**config.mk**
```make
export PLATFORM = sky130hd
export DESIGN_NAME = sdc_sqrt
export DESIGN_NICKNAME = d
export VERILOG_FILES = /design/src/rtl/sdc_sqrt.sv
export SDC_FILE = /design/constraint.sdc
export NUM_CORES = 2
export LEC_CHECK = 0
export BUFFER_PORTS_ARGS = -buffer_cell sky130_fd_sc_hd__buf_4
export CAP_MARGIN = 10
export CORE_UTILIZATION = 62
export CTS_CLUSTER_DIAMETER = 40
export DETAILED_ROUTE_END_ITERATION = 6
export PLACE_DENSITY = 0.78
export SKIP_LAST_GASP = 1
export SLEW_MARGIN = 5
export SYNTH_ARGS = -nofsm -noshare
export SYNTH_HDL_FRONTEND = slang
export SYNTH_SLANG_ARGS = --single-unit
```
**constraint.sdc**
```tcl
create_clock -name clk -period 3.6 [get_ports clk]
set_input_delay 0 -clock clk [delete_from_list [all_inputs] [get_ports clk]]
set_output_delay 0 -clock clk [all_outputs]
set_load 0.02 [all_outputs]
```
**src/rtl/sdc_sqrt.sv**
```systemverilog
// Pipelined integer square root, one result bit per stage, with a tag carried alongside.
// Standalone; used by stick_distance_constraint_core.
module sdc_sqrt #(
    parameter int RW    = 25,
    parameter int TAG_W = 1
) (
    input  logic              clk,
    input  logic              rst_n,
    input  logic              in_valid,
    input  logic [2*RW-1:0]   in_rad,
    input  logic [TAG_W-1:0]  in_tag,
    output logic              out_valid,
    output logic [RW-1:0]     out_root,
    output logic [TAG_W-1:0]  out_tag
);

    localparam int SW = 2 * RW;

    logic [SW-1:0]    op_reg  [RW];
    logic [SW-1:0]    res_reg [RW];
    logic [TAG_W-1:0] tag_reg [RW];
    logic [RW-1:0]    valid_reg;

    for (genvar i = 0; i < RW; i++) begin : g_stage
        localparam logic [SW-1:0] ONE = SW'(1) << (2 * (RW - 1 - i));
        logic [SW-1:0]    op_in;
        logic [SW-1:0]    res_in;
        logic [TAG_W-1:0] tag_in;
        logic             v_in;
        logic [SW-1:0]    trial;
        logic [SW-1:0]    op_next;
        logic [SW-1:0]    res_next;

        if (i == 0) begin : g_first
            assign op_in  = in_rad;
            assign res_in = '0;
            assign tag_in = in_tag;
            assign v_in   = in_valid;
        end else begin : g_rest
            assign op_in  = op_reg[i-1];
            assign res_in = res_reg[i-1];
            assign tag_in = tag_reg[i-1];
            assign v_in   = valid_reg[i-1];
        end

        assign trial = res_in + ONE;

        always_comb
        begin
            if (op_in >= trial)
            begin
                op_next  = op_in - trial;
                res_next = (res_in >> 1) + ONE;
            end
            else
            begin
                op_next  = op_in;
                res_next = res_in >> 1;
            end
        end

        always_ff @(posedge clk or negedge rst_n)
        begin
            if (!rst_n)
                valid_reg[i] <= 1'b0;
            else
                valid_reg[i] <= v_in;
        end

        always_ff @(posedge clk)
        begin
            op_reg[i]  <= op_next;
            res_reg[i] <= res_next;
            tag_reg[i] <= tag_in;
        end
    end

    assign out_valid = valid_reg[RW-1];
    assign out_root  = res_reg[RW-1][RW-1:0];
    assign out_tag   = tag_reg[RW-1];

endmodule

```
==> flow_summary.json <==
{
  "status": "complete, no violations",
  "tritoncts": "done",
  "cts_inserted_buffers": 169,
  "critPathKind": "register to register",
  "power.density_nw_per_um2": 841.8,
  "final_common_cell": "dfxtp_1",
  "nets": 6476,
  "place.gp.congestion": 0.9651,
  "worst-endpoint-required_ns": 4.27,
  "hold_viol": 0,
  "worst_pin_slew_ns": 1.294,
  "synth_top_family_by_area": "simple AND/OR/NAND/NOR gates",
  "ff_latch_area_um2": 31660,
  "seq_area_frac_synth_pct": 54.38,
  "drive_gt1_share_pct": 8.895,
  "clockBufferDepth": 3,
  "initialDrtViolationCount": 3012,
  "grt_overflow": 0,
  "start_util_pct": 62.46,
  "synth_seq_cells": 1575,
  "fmax_mhz": 288.6,
  "ys_types": 89,
  "period_minus_slack_ns": 3.465,
  "netlist_instances": 5738,
  "grt_pass1_wl_mm": 230.3,
  "use_met1_pct": 33.12,
  "boundaryPins": 81,
  "die_x_um": 308.4,
  "syn_nets": 6138,
  "wl_per_cell_um": 19.75,
  "clock_latency_ns": 0.79,
  "grt_use_total_pct": 30.73,
  "synth_mux_area_share_pct": 1.079,
  "grt_pass1_vias": 43240,
  "rsz0062_at_grt": "false",
  "synth_ff_type": "dfxtp_1",
  "largest_register_ffs": 1200,
  "cp-end-kind": "register",
  "io_buffer_count": 80,
  "async_flop_share_pct": 1.587,
  "die-area_um2": 95110,
  "fillers": 6185,
  "critPathArrivalTime_ns": 4.14,
  "worst_setup_path_start_kind": "register",
  "wirelength_mm": 147.7,
  "syn_area_um2": 58210,
  "grt.met2_usage_pct": 56.61,
  "drc": 0,
  "grt_max_degree": 48,
  "busiest_layer": "met2",
  "final_max_slew_viol_count": 0,
  "finClkSkew_ns": 0.04994,
  "setup-tns-final_ns": 0,
  "mostFrequentLayoutCells": "dfxtp_1, inv_1, nand2_1, nor2_1, ha_1",
  "fin_crit_sh_pct": 96.24,
  "ir_drop_mv": 0.6349,
  "grt_use_met3_pct": 5.346,
  "coreArea_um2": 93190,
  "rows": 112,
  "hpwlAfterDp_mm": 100.7,
  "p_leak_nw": 31.10,
  "holdCritPathClass": "register to register",
  "htreeDepth": 4,
  "vias_per_cell": 5.743,
  "die_y_um": 308.4,
  "slew_headroom_pct": 13.48,
  "clock-sinks": 1575,
  "synth_edf_count": 0,
  "crit_fanout": 4,
  "firstDrtPassIters": 6,
  "synth_top_area_share_pct": 53.31,
  "crit_chain": "inv_1, ha_1, or4b_1, or4_1, o311ai_2, nor3_1, a21boi_4, or3b_1, or4_4, xnor2_2",
  "root_buffer": "clkbuf_16",
  "drtAntennaViolNets": 0,
  "ys_warn_count": 0,
  "synthTopCellsByArea": "dfxtp_1, ha_1, xor2_1",
  "finalSetupViolations": 0,
  "dr_total_vias": 42940,
  "synth_compound_area_share_pct": 11.25,
  "syn-mean-instance-area_um2": 10.14,
  "area_delta_synth_final_pct": 16.74,
  "grt_antenna_before_repair": 7,
  "synthAdderAreaFrac_pct": 7.437,
  "cts.clk_slew.worst_paths_ns": 0.06,
  "synth.largest_area_cell": "dfxtp_1",
  "synth-xor-area-share_pct": 7.672,
  "multi_input_area_um2": 24690,
  "synthSimpleGateAreaFrac_pct": 14.77,
  "drv_cap": 0,
  "slowest_delay_ns": 0.60,
  "holdWs_ns": 0.3222,
  "power.total_w": 0.05720,
  "cp_slowest_cell": "or4_1"
}
-- logic make-up (layout without fill, tap and decap cells) --
group | Yosys count | after routing
AND/OR/NAND/NOR | 1668 | 1668
XOR/XNOR | 509 | 509
buffers and inverters | 524 | 1003
other | 0 | 5
AO/OA/AOI/OAI | 1059 | 1059
flip-flops | 1575 | 1575
adder cells (fa/ha/maj) | 346 | 346
multiplexers | 57 | 57
-- path summary, 6_finish.rpt --
path / start / to / slack (ns) / cells past startpoint
worst max-delay path: res_reg[5][10] / op_reg[2][293] / 0.14 / 10
worst min-delay path: res_reg[4][119] / res_reg[4][168] / 0.32 / 0
worst max register to register: res_reg[5][10] / op_reg[2][293] / 0.14 / 10
worst min register to register: res_reg[4][119] / res_reg[4][168] / 0.32 / 0
max in group asynchronous: rst_n / g_stage[3].v_in / 2.47 / 3
min in group asynchronous: rst_n / g_stage[22].v_in / 0.50 / 3
-- synth_stat cells, types with 26 or more instances --
cell type and n:
a211oi_1 31, a21o_1 117, a21oi_1 344, a31oi_1 26, clkbuf_1 74, dfxtp_1 1550
ha_1 346, inv_1 423, mux2_2 46, nand2_1 368, nand2b_1 84, nand3_1 87
nand4_1 92, nor2_1 368, nor2b_1 50, nor3_1 162, nor4_1 210, o21a_1 58
o21ai_0 278, o31ai_1 28, or3_1 53, or4_1 41, xnor2_1 235, xor2_1 273
-- repair_timing --
action	4_1_cts	5_1_grt
hold buffers	107	0
setup endpoints to repair	0	24
setup buffers	0	0
resized for setup	0	13
hold endpoints to repair	78	0
-- metal layers --
layer | wire (um) | vias to the layer above
li1 | - | 20670
met5 | 0 | -
met4 | 8237 | 0
met3 | 7597 | 473
met1 | 56240 | 20400
met2 | 75610 | 1392
-- report_power, final --
part	internal, W	switching [W]	total [W]
registers	0.0214	0.00348	0.0249
clock network	0.0108	0.00768	0.0185
logic	0.00611	0.00771	0.0138
total	0.0383	0.0189	0.0572
-- through the flow --
stage	cells	utilization, %	setup WS [ns]	area (um^2)
after floorplan	5738	-	0.3367	58210
after global placement	7052	65.11	0.1612	60670
after detailed placement	7052	65.11	0.1337	60670
after CTS	7471	72.82	0.1118	67860
after global routing	7476	72.92	0.01430	67950
final	7476	72.92	0.1353	67950
-- worst max-delay path, delay by kind of cell (launching register included) --
family | cells | cell delay, ns
simple gates | 5 | 2.00
compound gates | 2 | 0.50
xor+xnor | 1 | 0.14
buf+inv | 1 | 0.06
fa+ha+maj | 1 | 0.33
flops | 1 | 0.33
-- area by class of cell --
type                    instances  share of cell area (%)
well taps                    1254                   2.309
clock buffers                 208                   6.778
inverters                     427                   2.359
flip-flops and latches       1575                   46.59
clock inverters               104                   2.228
repair buffers                264                   3.384
multi-input cells            3639                   36.34
diodes                          5                 0.01841
No activity file was read; power rests on OpenSTA's default activity.
