[config.mk]
export PLATFORM = sky130hd
export DESIGN_NAME = sdc_div
export DESIGN_NICKNAME = d
export VERILOG_FILES = /design/src/rtl/sdc_div.sv
export SDC_FILE = /design/constraint.sdc
export NUM_CORES = 2
export LEC_CHECK = 0
export ABC_CLOCK_PERIOD_IN_PS = 3700
export BUFFER_PORTS_ARGS = -buffer_cell sky130_fd_sc_hd__buf_2
export CORE_UTILIZATION = 45
export DETAILED_ROUTE_END_ITERATION = 7
export GPL_TIMING_DRIVEN = 0
export PLACE_DENSITY = 0.72
export SLEW_MARGIN = 20
export SYNTH_ARGS = -nofsm -noshare
export SYNTH_HDL_FRONTEND = slang
export SYNTH_SLANG_ARGS = --single-unit
[constraint.sdc]
create_clock -name clk -period 3.7 [get_ports clk]
set_input_delay 1.11 -clock clk [delete_from_list [all_inputs] [get_ports clk]]
set_output_delay 1.11 -clock clk [all_outputs]
set_load 0.02 [all_outputs]
[src/rtl/sdc_div.sv]
// Pipelined restoring divider, one quotient bit per stage, with a tag carried alongside.
// Standalone; quotient must fit in QW bits. Used by stick_distance_constraint_core.
module sdc_div #(
    parameter int NW    = 51,
    parameter int DVW   = 26,
    parameter int QW    = 25,
    parameter int TAG_W = 1
) (
    input  logic              clk,
    input  logic              rst_n,
    input  logic              in_valid,
    input  logic [NW-1:0]     in_num,
    input  logic [DVW-1:0]    in_den,
    input  logic [TAG_W-1:0]  in_tag,
    output logic              out_valid,
    output logic [QW-1:0]     out_quo,
    output logic [TAG_W-1:0]  out_tag
);

    localparam int XW = (NW > DVW + QW - 1) ? NW : DVW + QW - 1;

    logic [XW-1:0]    rem_reg [QW];
    logic [DVW-1:0]   den_reg [QW];
    logic [QW-1:0]    quo_reg [QW];
    logic [TAG_W-1:0] tag_reg [QW];
    logic [QW-1:0]    valid_reg;

    for (genvar i = 0; i < QW; i++) begin : g_stage
        localparam int SH = QW - 1 - i;
        logic [XW-1:0]    rem_in;
        logic [DVW-1:0]   den_in;
        logic [QW-1:0]    quo_in;
        logic [TAG_W-1:0] tag_in;
        logic             v_in;
        logic [XW-1:0]    cmp;
        logic [XW-1:0]    rem_next;
        logic [QW-1:0]    quo_next;

        if (i == 0) begin : g_first
            assign rem_in = XW'(in_num);
            assign den_in = in_den;
            assign quo_in = '0;
            assign tag_in = in_tag;
            assign v_in   = in_valid;
        end else begin : g_rest
            assign rem_in = rem_reg[i-1];
            assign den_in = den_reg[i-1];
            assign quo_in = quo_reg[i-1];
            assign tag_in = tag_reg[i-1];
            assign v_in   = valid_reg[i-1];
        end

        assign cmp = XW'(den_in) << SH;

        always_comb
        begin
            if (rem_in >= cmp)
            begin
                rem_next = rem_in - cmp;
                quo_next = quo_in | (QW'(1) << SH);
            end
            else
            begin
                rem_next = rem_in;
                quo_next = quo_in;
            end
        end

        always_ff @(posedge clk or negedge rst_n)
        begin
            if (!rst_n)
                valid_reg[i] <= 1'b0;
            else
                valid_reg[i] <= v_in;
        end

        always_ff @(posedge clk)
        begin
            rem_reg[i] <= rem_next;
            den_reg[i] <= den_in;
            quo_reg[i] <= quo_next;
            tag_reg[i] <= tag_in;
        end
    end

    assign out_valid = valid_reg[QW-1];
    assign out_quo   = quo_reg[QW-1];
    assign out_tag   = tag_reg[QW-1];

endmodule

==> summary.md <==
| Metric | Value |
|---|---|
| Critical path buffers and inverters | 1 |
| Final setup TNS | -4100 ps |
| Clk root buf | clkbuf_16 |
| VDD IR-drop max | 0.615 mV |
| Mean Syn Cell Area | 9.48 um^2 |
| Hold Buf Count CTS | 0 |
| Most frequent cells in the layout | dfxtp_1 (2191), inv_1 (853), nand2_1 (698) |
| Ys flop type | dfxtp_1 |
| Via count | 70772 |
| Yosys top cell area share | 0.475 |
| Slowest CP cell | or4_4 |
| IO Pins | 108 |
| Combinational fraction of design power | 0.408 |
| Top post-synthesis cells by area | dfxtp_1 (48%), ha_1 (8.8%), xnor2_1 (4.2%) |
| Clk Latency, worst-skew pair | 910 ps |
| Routed vias/inst | 5.43 |
| Layout area overhead | 15.4% |
| Worst-path maximum fanout | 7 |
| Die span in y | 456 um |
| Gp weighted congestion | 0.991 |
| Final Cycle Share | 1.05 |
| ANT nets after route | 0 |
| Failing checks | setup timing |
| Pins over their slew limit | 0 |
| Crit. End Element | register |
| Power Density | 935 mW/mm^2 |
| Core area | 0.205 mm^2 |
| Clock transition at the registers of the reported paths | 60 ps |
| Share of post-route cells with drive strength above 1 | 0.104 |
| Max clock buf depth | 3 |
| DP Area | 0.0966 mm^2 |
| Tightest Pin Transition | 958 ps |
| RSZ-0062 raised after global routing | true |
| Chip width | 456 um |
| Vias in the first global route | 70885 |
| Mapped Nets | 10525 |
| CTS H-tree depth | 4 |
| Yosys reg bits | 2223 |
| TritonCTS Buffers | 217 |
| # nets final | 10913 |
| Worst hold path class | in2async |
| Asr flop ratio synth | 0.0112 |
| Outcome | finished, violations left |
| Hold Fails Final Rpt | 0 |
| Psw | 38.1 mW |
| DP HPWL | 197000 um |
| Synth warn | 0 |
| Clock power frac | 0.234 |
| Switching share of power | 0.381 |
| Initial antenna violation count | 3 |
| Crit-path max cell delay | 520 ps |
| Cells along the critical path | or3_4, or3_4, or4_4, or4_4, or3_4, or4_4, a21oi_4, buf_6, or3_4, nor4_2, xor2_1 |
| WL final | 253000 um |
| Final WS setup | -194 ps |
| CTS tree | done |
| WS Path Type | reg2reg |
| Port Buf Inserts | 107 |
| # setup viols final | 38 |
| Critical path arrival | 4620 ps |
| Post-synthesis sequential area ratio | 0.482 |
| CP Data Required Time | 4420 ps |
| Post-route cell area | 0.107 mm^2 |
| DRC errors left | 0 |
| Initial Util | 0.453 |
| Leak | 46.6 nW |
| Post-synth EDFFs | 0 |
| Cell count after synthesis | 9770 |
| Drt initial violations | 4764 |
| Relative slew slack | 0.355 |
| Final Critical Period | 3890 ps |
| Distinct cells, synth | 89 |
| CP most frequent cell | or3_4 |
| Share of power burned in registers | 0.358 |
| Most common cell after layout, fill and taps aside | dfxtp_1 |
| Post-Syn Area | 0.0926 mm^2 |
| Max reg flops | 1224 |
| Fmax | 257 MHz |
| Row count | 166 |
| First-pass DRT Iterations | 8 |
| Pin count of the biggest net entering global routing | 26 |
| Grt total ovfl | 0 |
| Total GRT Usage | 0.237 |
| First-pass GRT wire length | 390000 um |
| Internal power | 61.8 mW |
| Crit start category | register |
| Clk sinks | 2223 |
| Worst Skew | 102 ps |
| Max cap viols | 0 |
| Routed length per instance | 19.4 um |
| Die area | 0.208 mm^2 |
| Synth area leader | dfxtp_1 |
| Crit path max-delay family | simple AND/OR/NAND/NOR gates |
## synthesized netlist by cell type, drive strengths merged (47+ instances only)
cell	n
o211ai	47
nand2	706
and3	63
dfxtp	2198
clkbuf	181
o21a	84
mux2	127
a21oi	712
a31oi	79
or4	48
nor2b	95
o31ai	52
nand3	202
inv	857
nor3	203
o21bai	91
nand2b	117
nor2	600
nor4	148
a211oi	54
nand4	123
or3	66
xnor2	439
o21ai	613
ha	650
a21o	295
xor2	357
## metrics by stage
stage	hold WS [ps]	std cells	total power [mW]	setup slack, ps	utilization
after floorplan	310	9770	63.2	-20.9	-
after CTS	195	12993	98.5	-215	0.517
after global placement	309	12565	73.3	-1670	0.472
final	252	13037	99.9	-194	0.522
after detailed placement	312	12567	73.9	-1660	0.472
after global routing	250	13033	106	-252	0.522
## metal layers
layer	track usage	vias to the layer above	share of wire
met4	0.129	0	0.058
li1	-	34704	-
met3	0.0311	679	0.044
met5	0	-	0
met2	0.430	2033	0.50
met1	0.267	33356	0.40
## path summary, 6_finish.rpt
path / from / slack [ps] / cells past startpoint / to
max: rem_reg[2][189] / -190 / 11 / rem_reg[2][243]
min: rst_n / 250 / 1 / g_stage[7].v_in
max reg2reg: rem_reg[2][189] / -190 / 11 / rem_reg[2][243]
min reg2reg: tag_reg[1][1] / 280 / 0 / tag_reg[1][2]
max in group asynchronous: rst_n / 3070 / 1 / g_stage[13].v_in
min in group clk: tag_reg[1][1] / 280 / 0 / tag_reg[1][2]
## cells by family (layout without fill, tap and decap cells)
kind of cell | count (synthesis) | count (layout) | synth area share
simple gates | 2581 | 2582 | 0.138
compound gates | 2293 | 2293 | 0.153
fa+ha+maj | 674 | 674 | 0.0930
xor+xnor | 796 | 796 | 0.0753
flops | 2223 | 2223 | 0.482
mux | 135 | 135 | 0.0163
buf+inv | 1068 | 1639 | 0.0435
other cells | 0 | 7 | 0
## power groups by stage
stage	combinational [mW]	clock, mW	sequential (mW)
2_1_floorplan	29.4	0	33.8
3_3_place_gp	37.3	0	36.0
3_5_place_dp	37.9	0	36.0
4_1_cts	39.0	23.8	35.6
5_1_grt	44.9	24.9	36.3
6_report	40.7	23.4	35.8
## layout make-up
| class | instances | area (um^2) |
|---|---|---|
| fillers | 18219 | 97700 |
| multi-input cells | 6480 | 45600 |
| flip-flops and latches | 2223 | 44600 |
| clock buffers | 287 | 6130 |
| well taps | 2688 | 3360 |
| inverters | 857 | 3230 |
| clock inverters | 116 | 1680 |
| repair buffers | 193 | 1270 |
| plain buffers | 186 | 940 |
| diodes | 7 | 17.5 |
## repair_timing
action | in CTS | in global routing
pin swaps | 32 | 67
resized for setup | 265 | 227
buffers inserted | 31 | 52
setup endpoints to repair | 680 | 592
gates cloned | 3 | 1
Power figures use the tool's default switching activity.
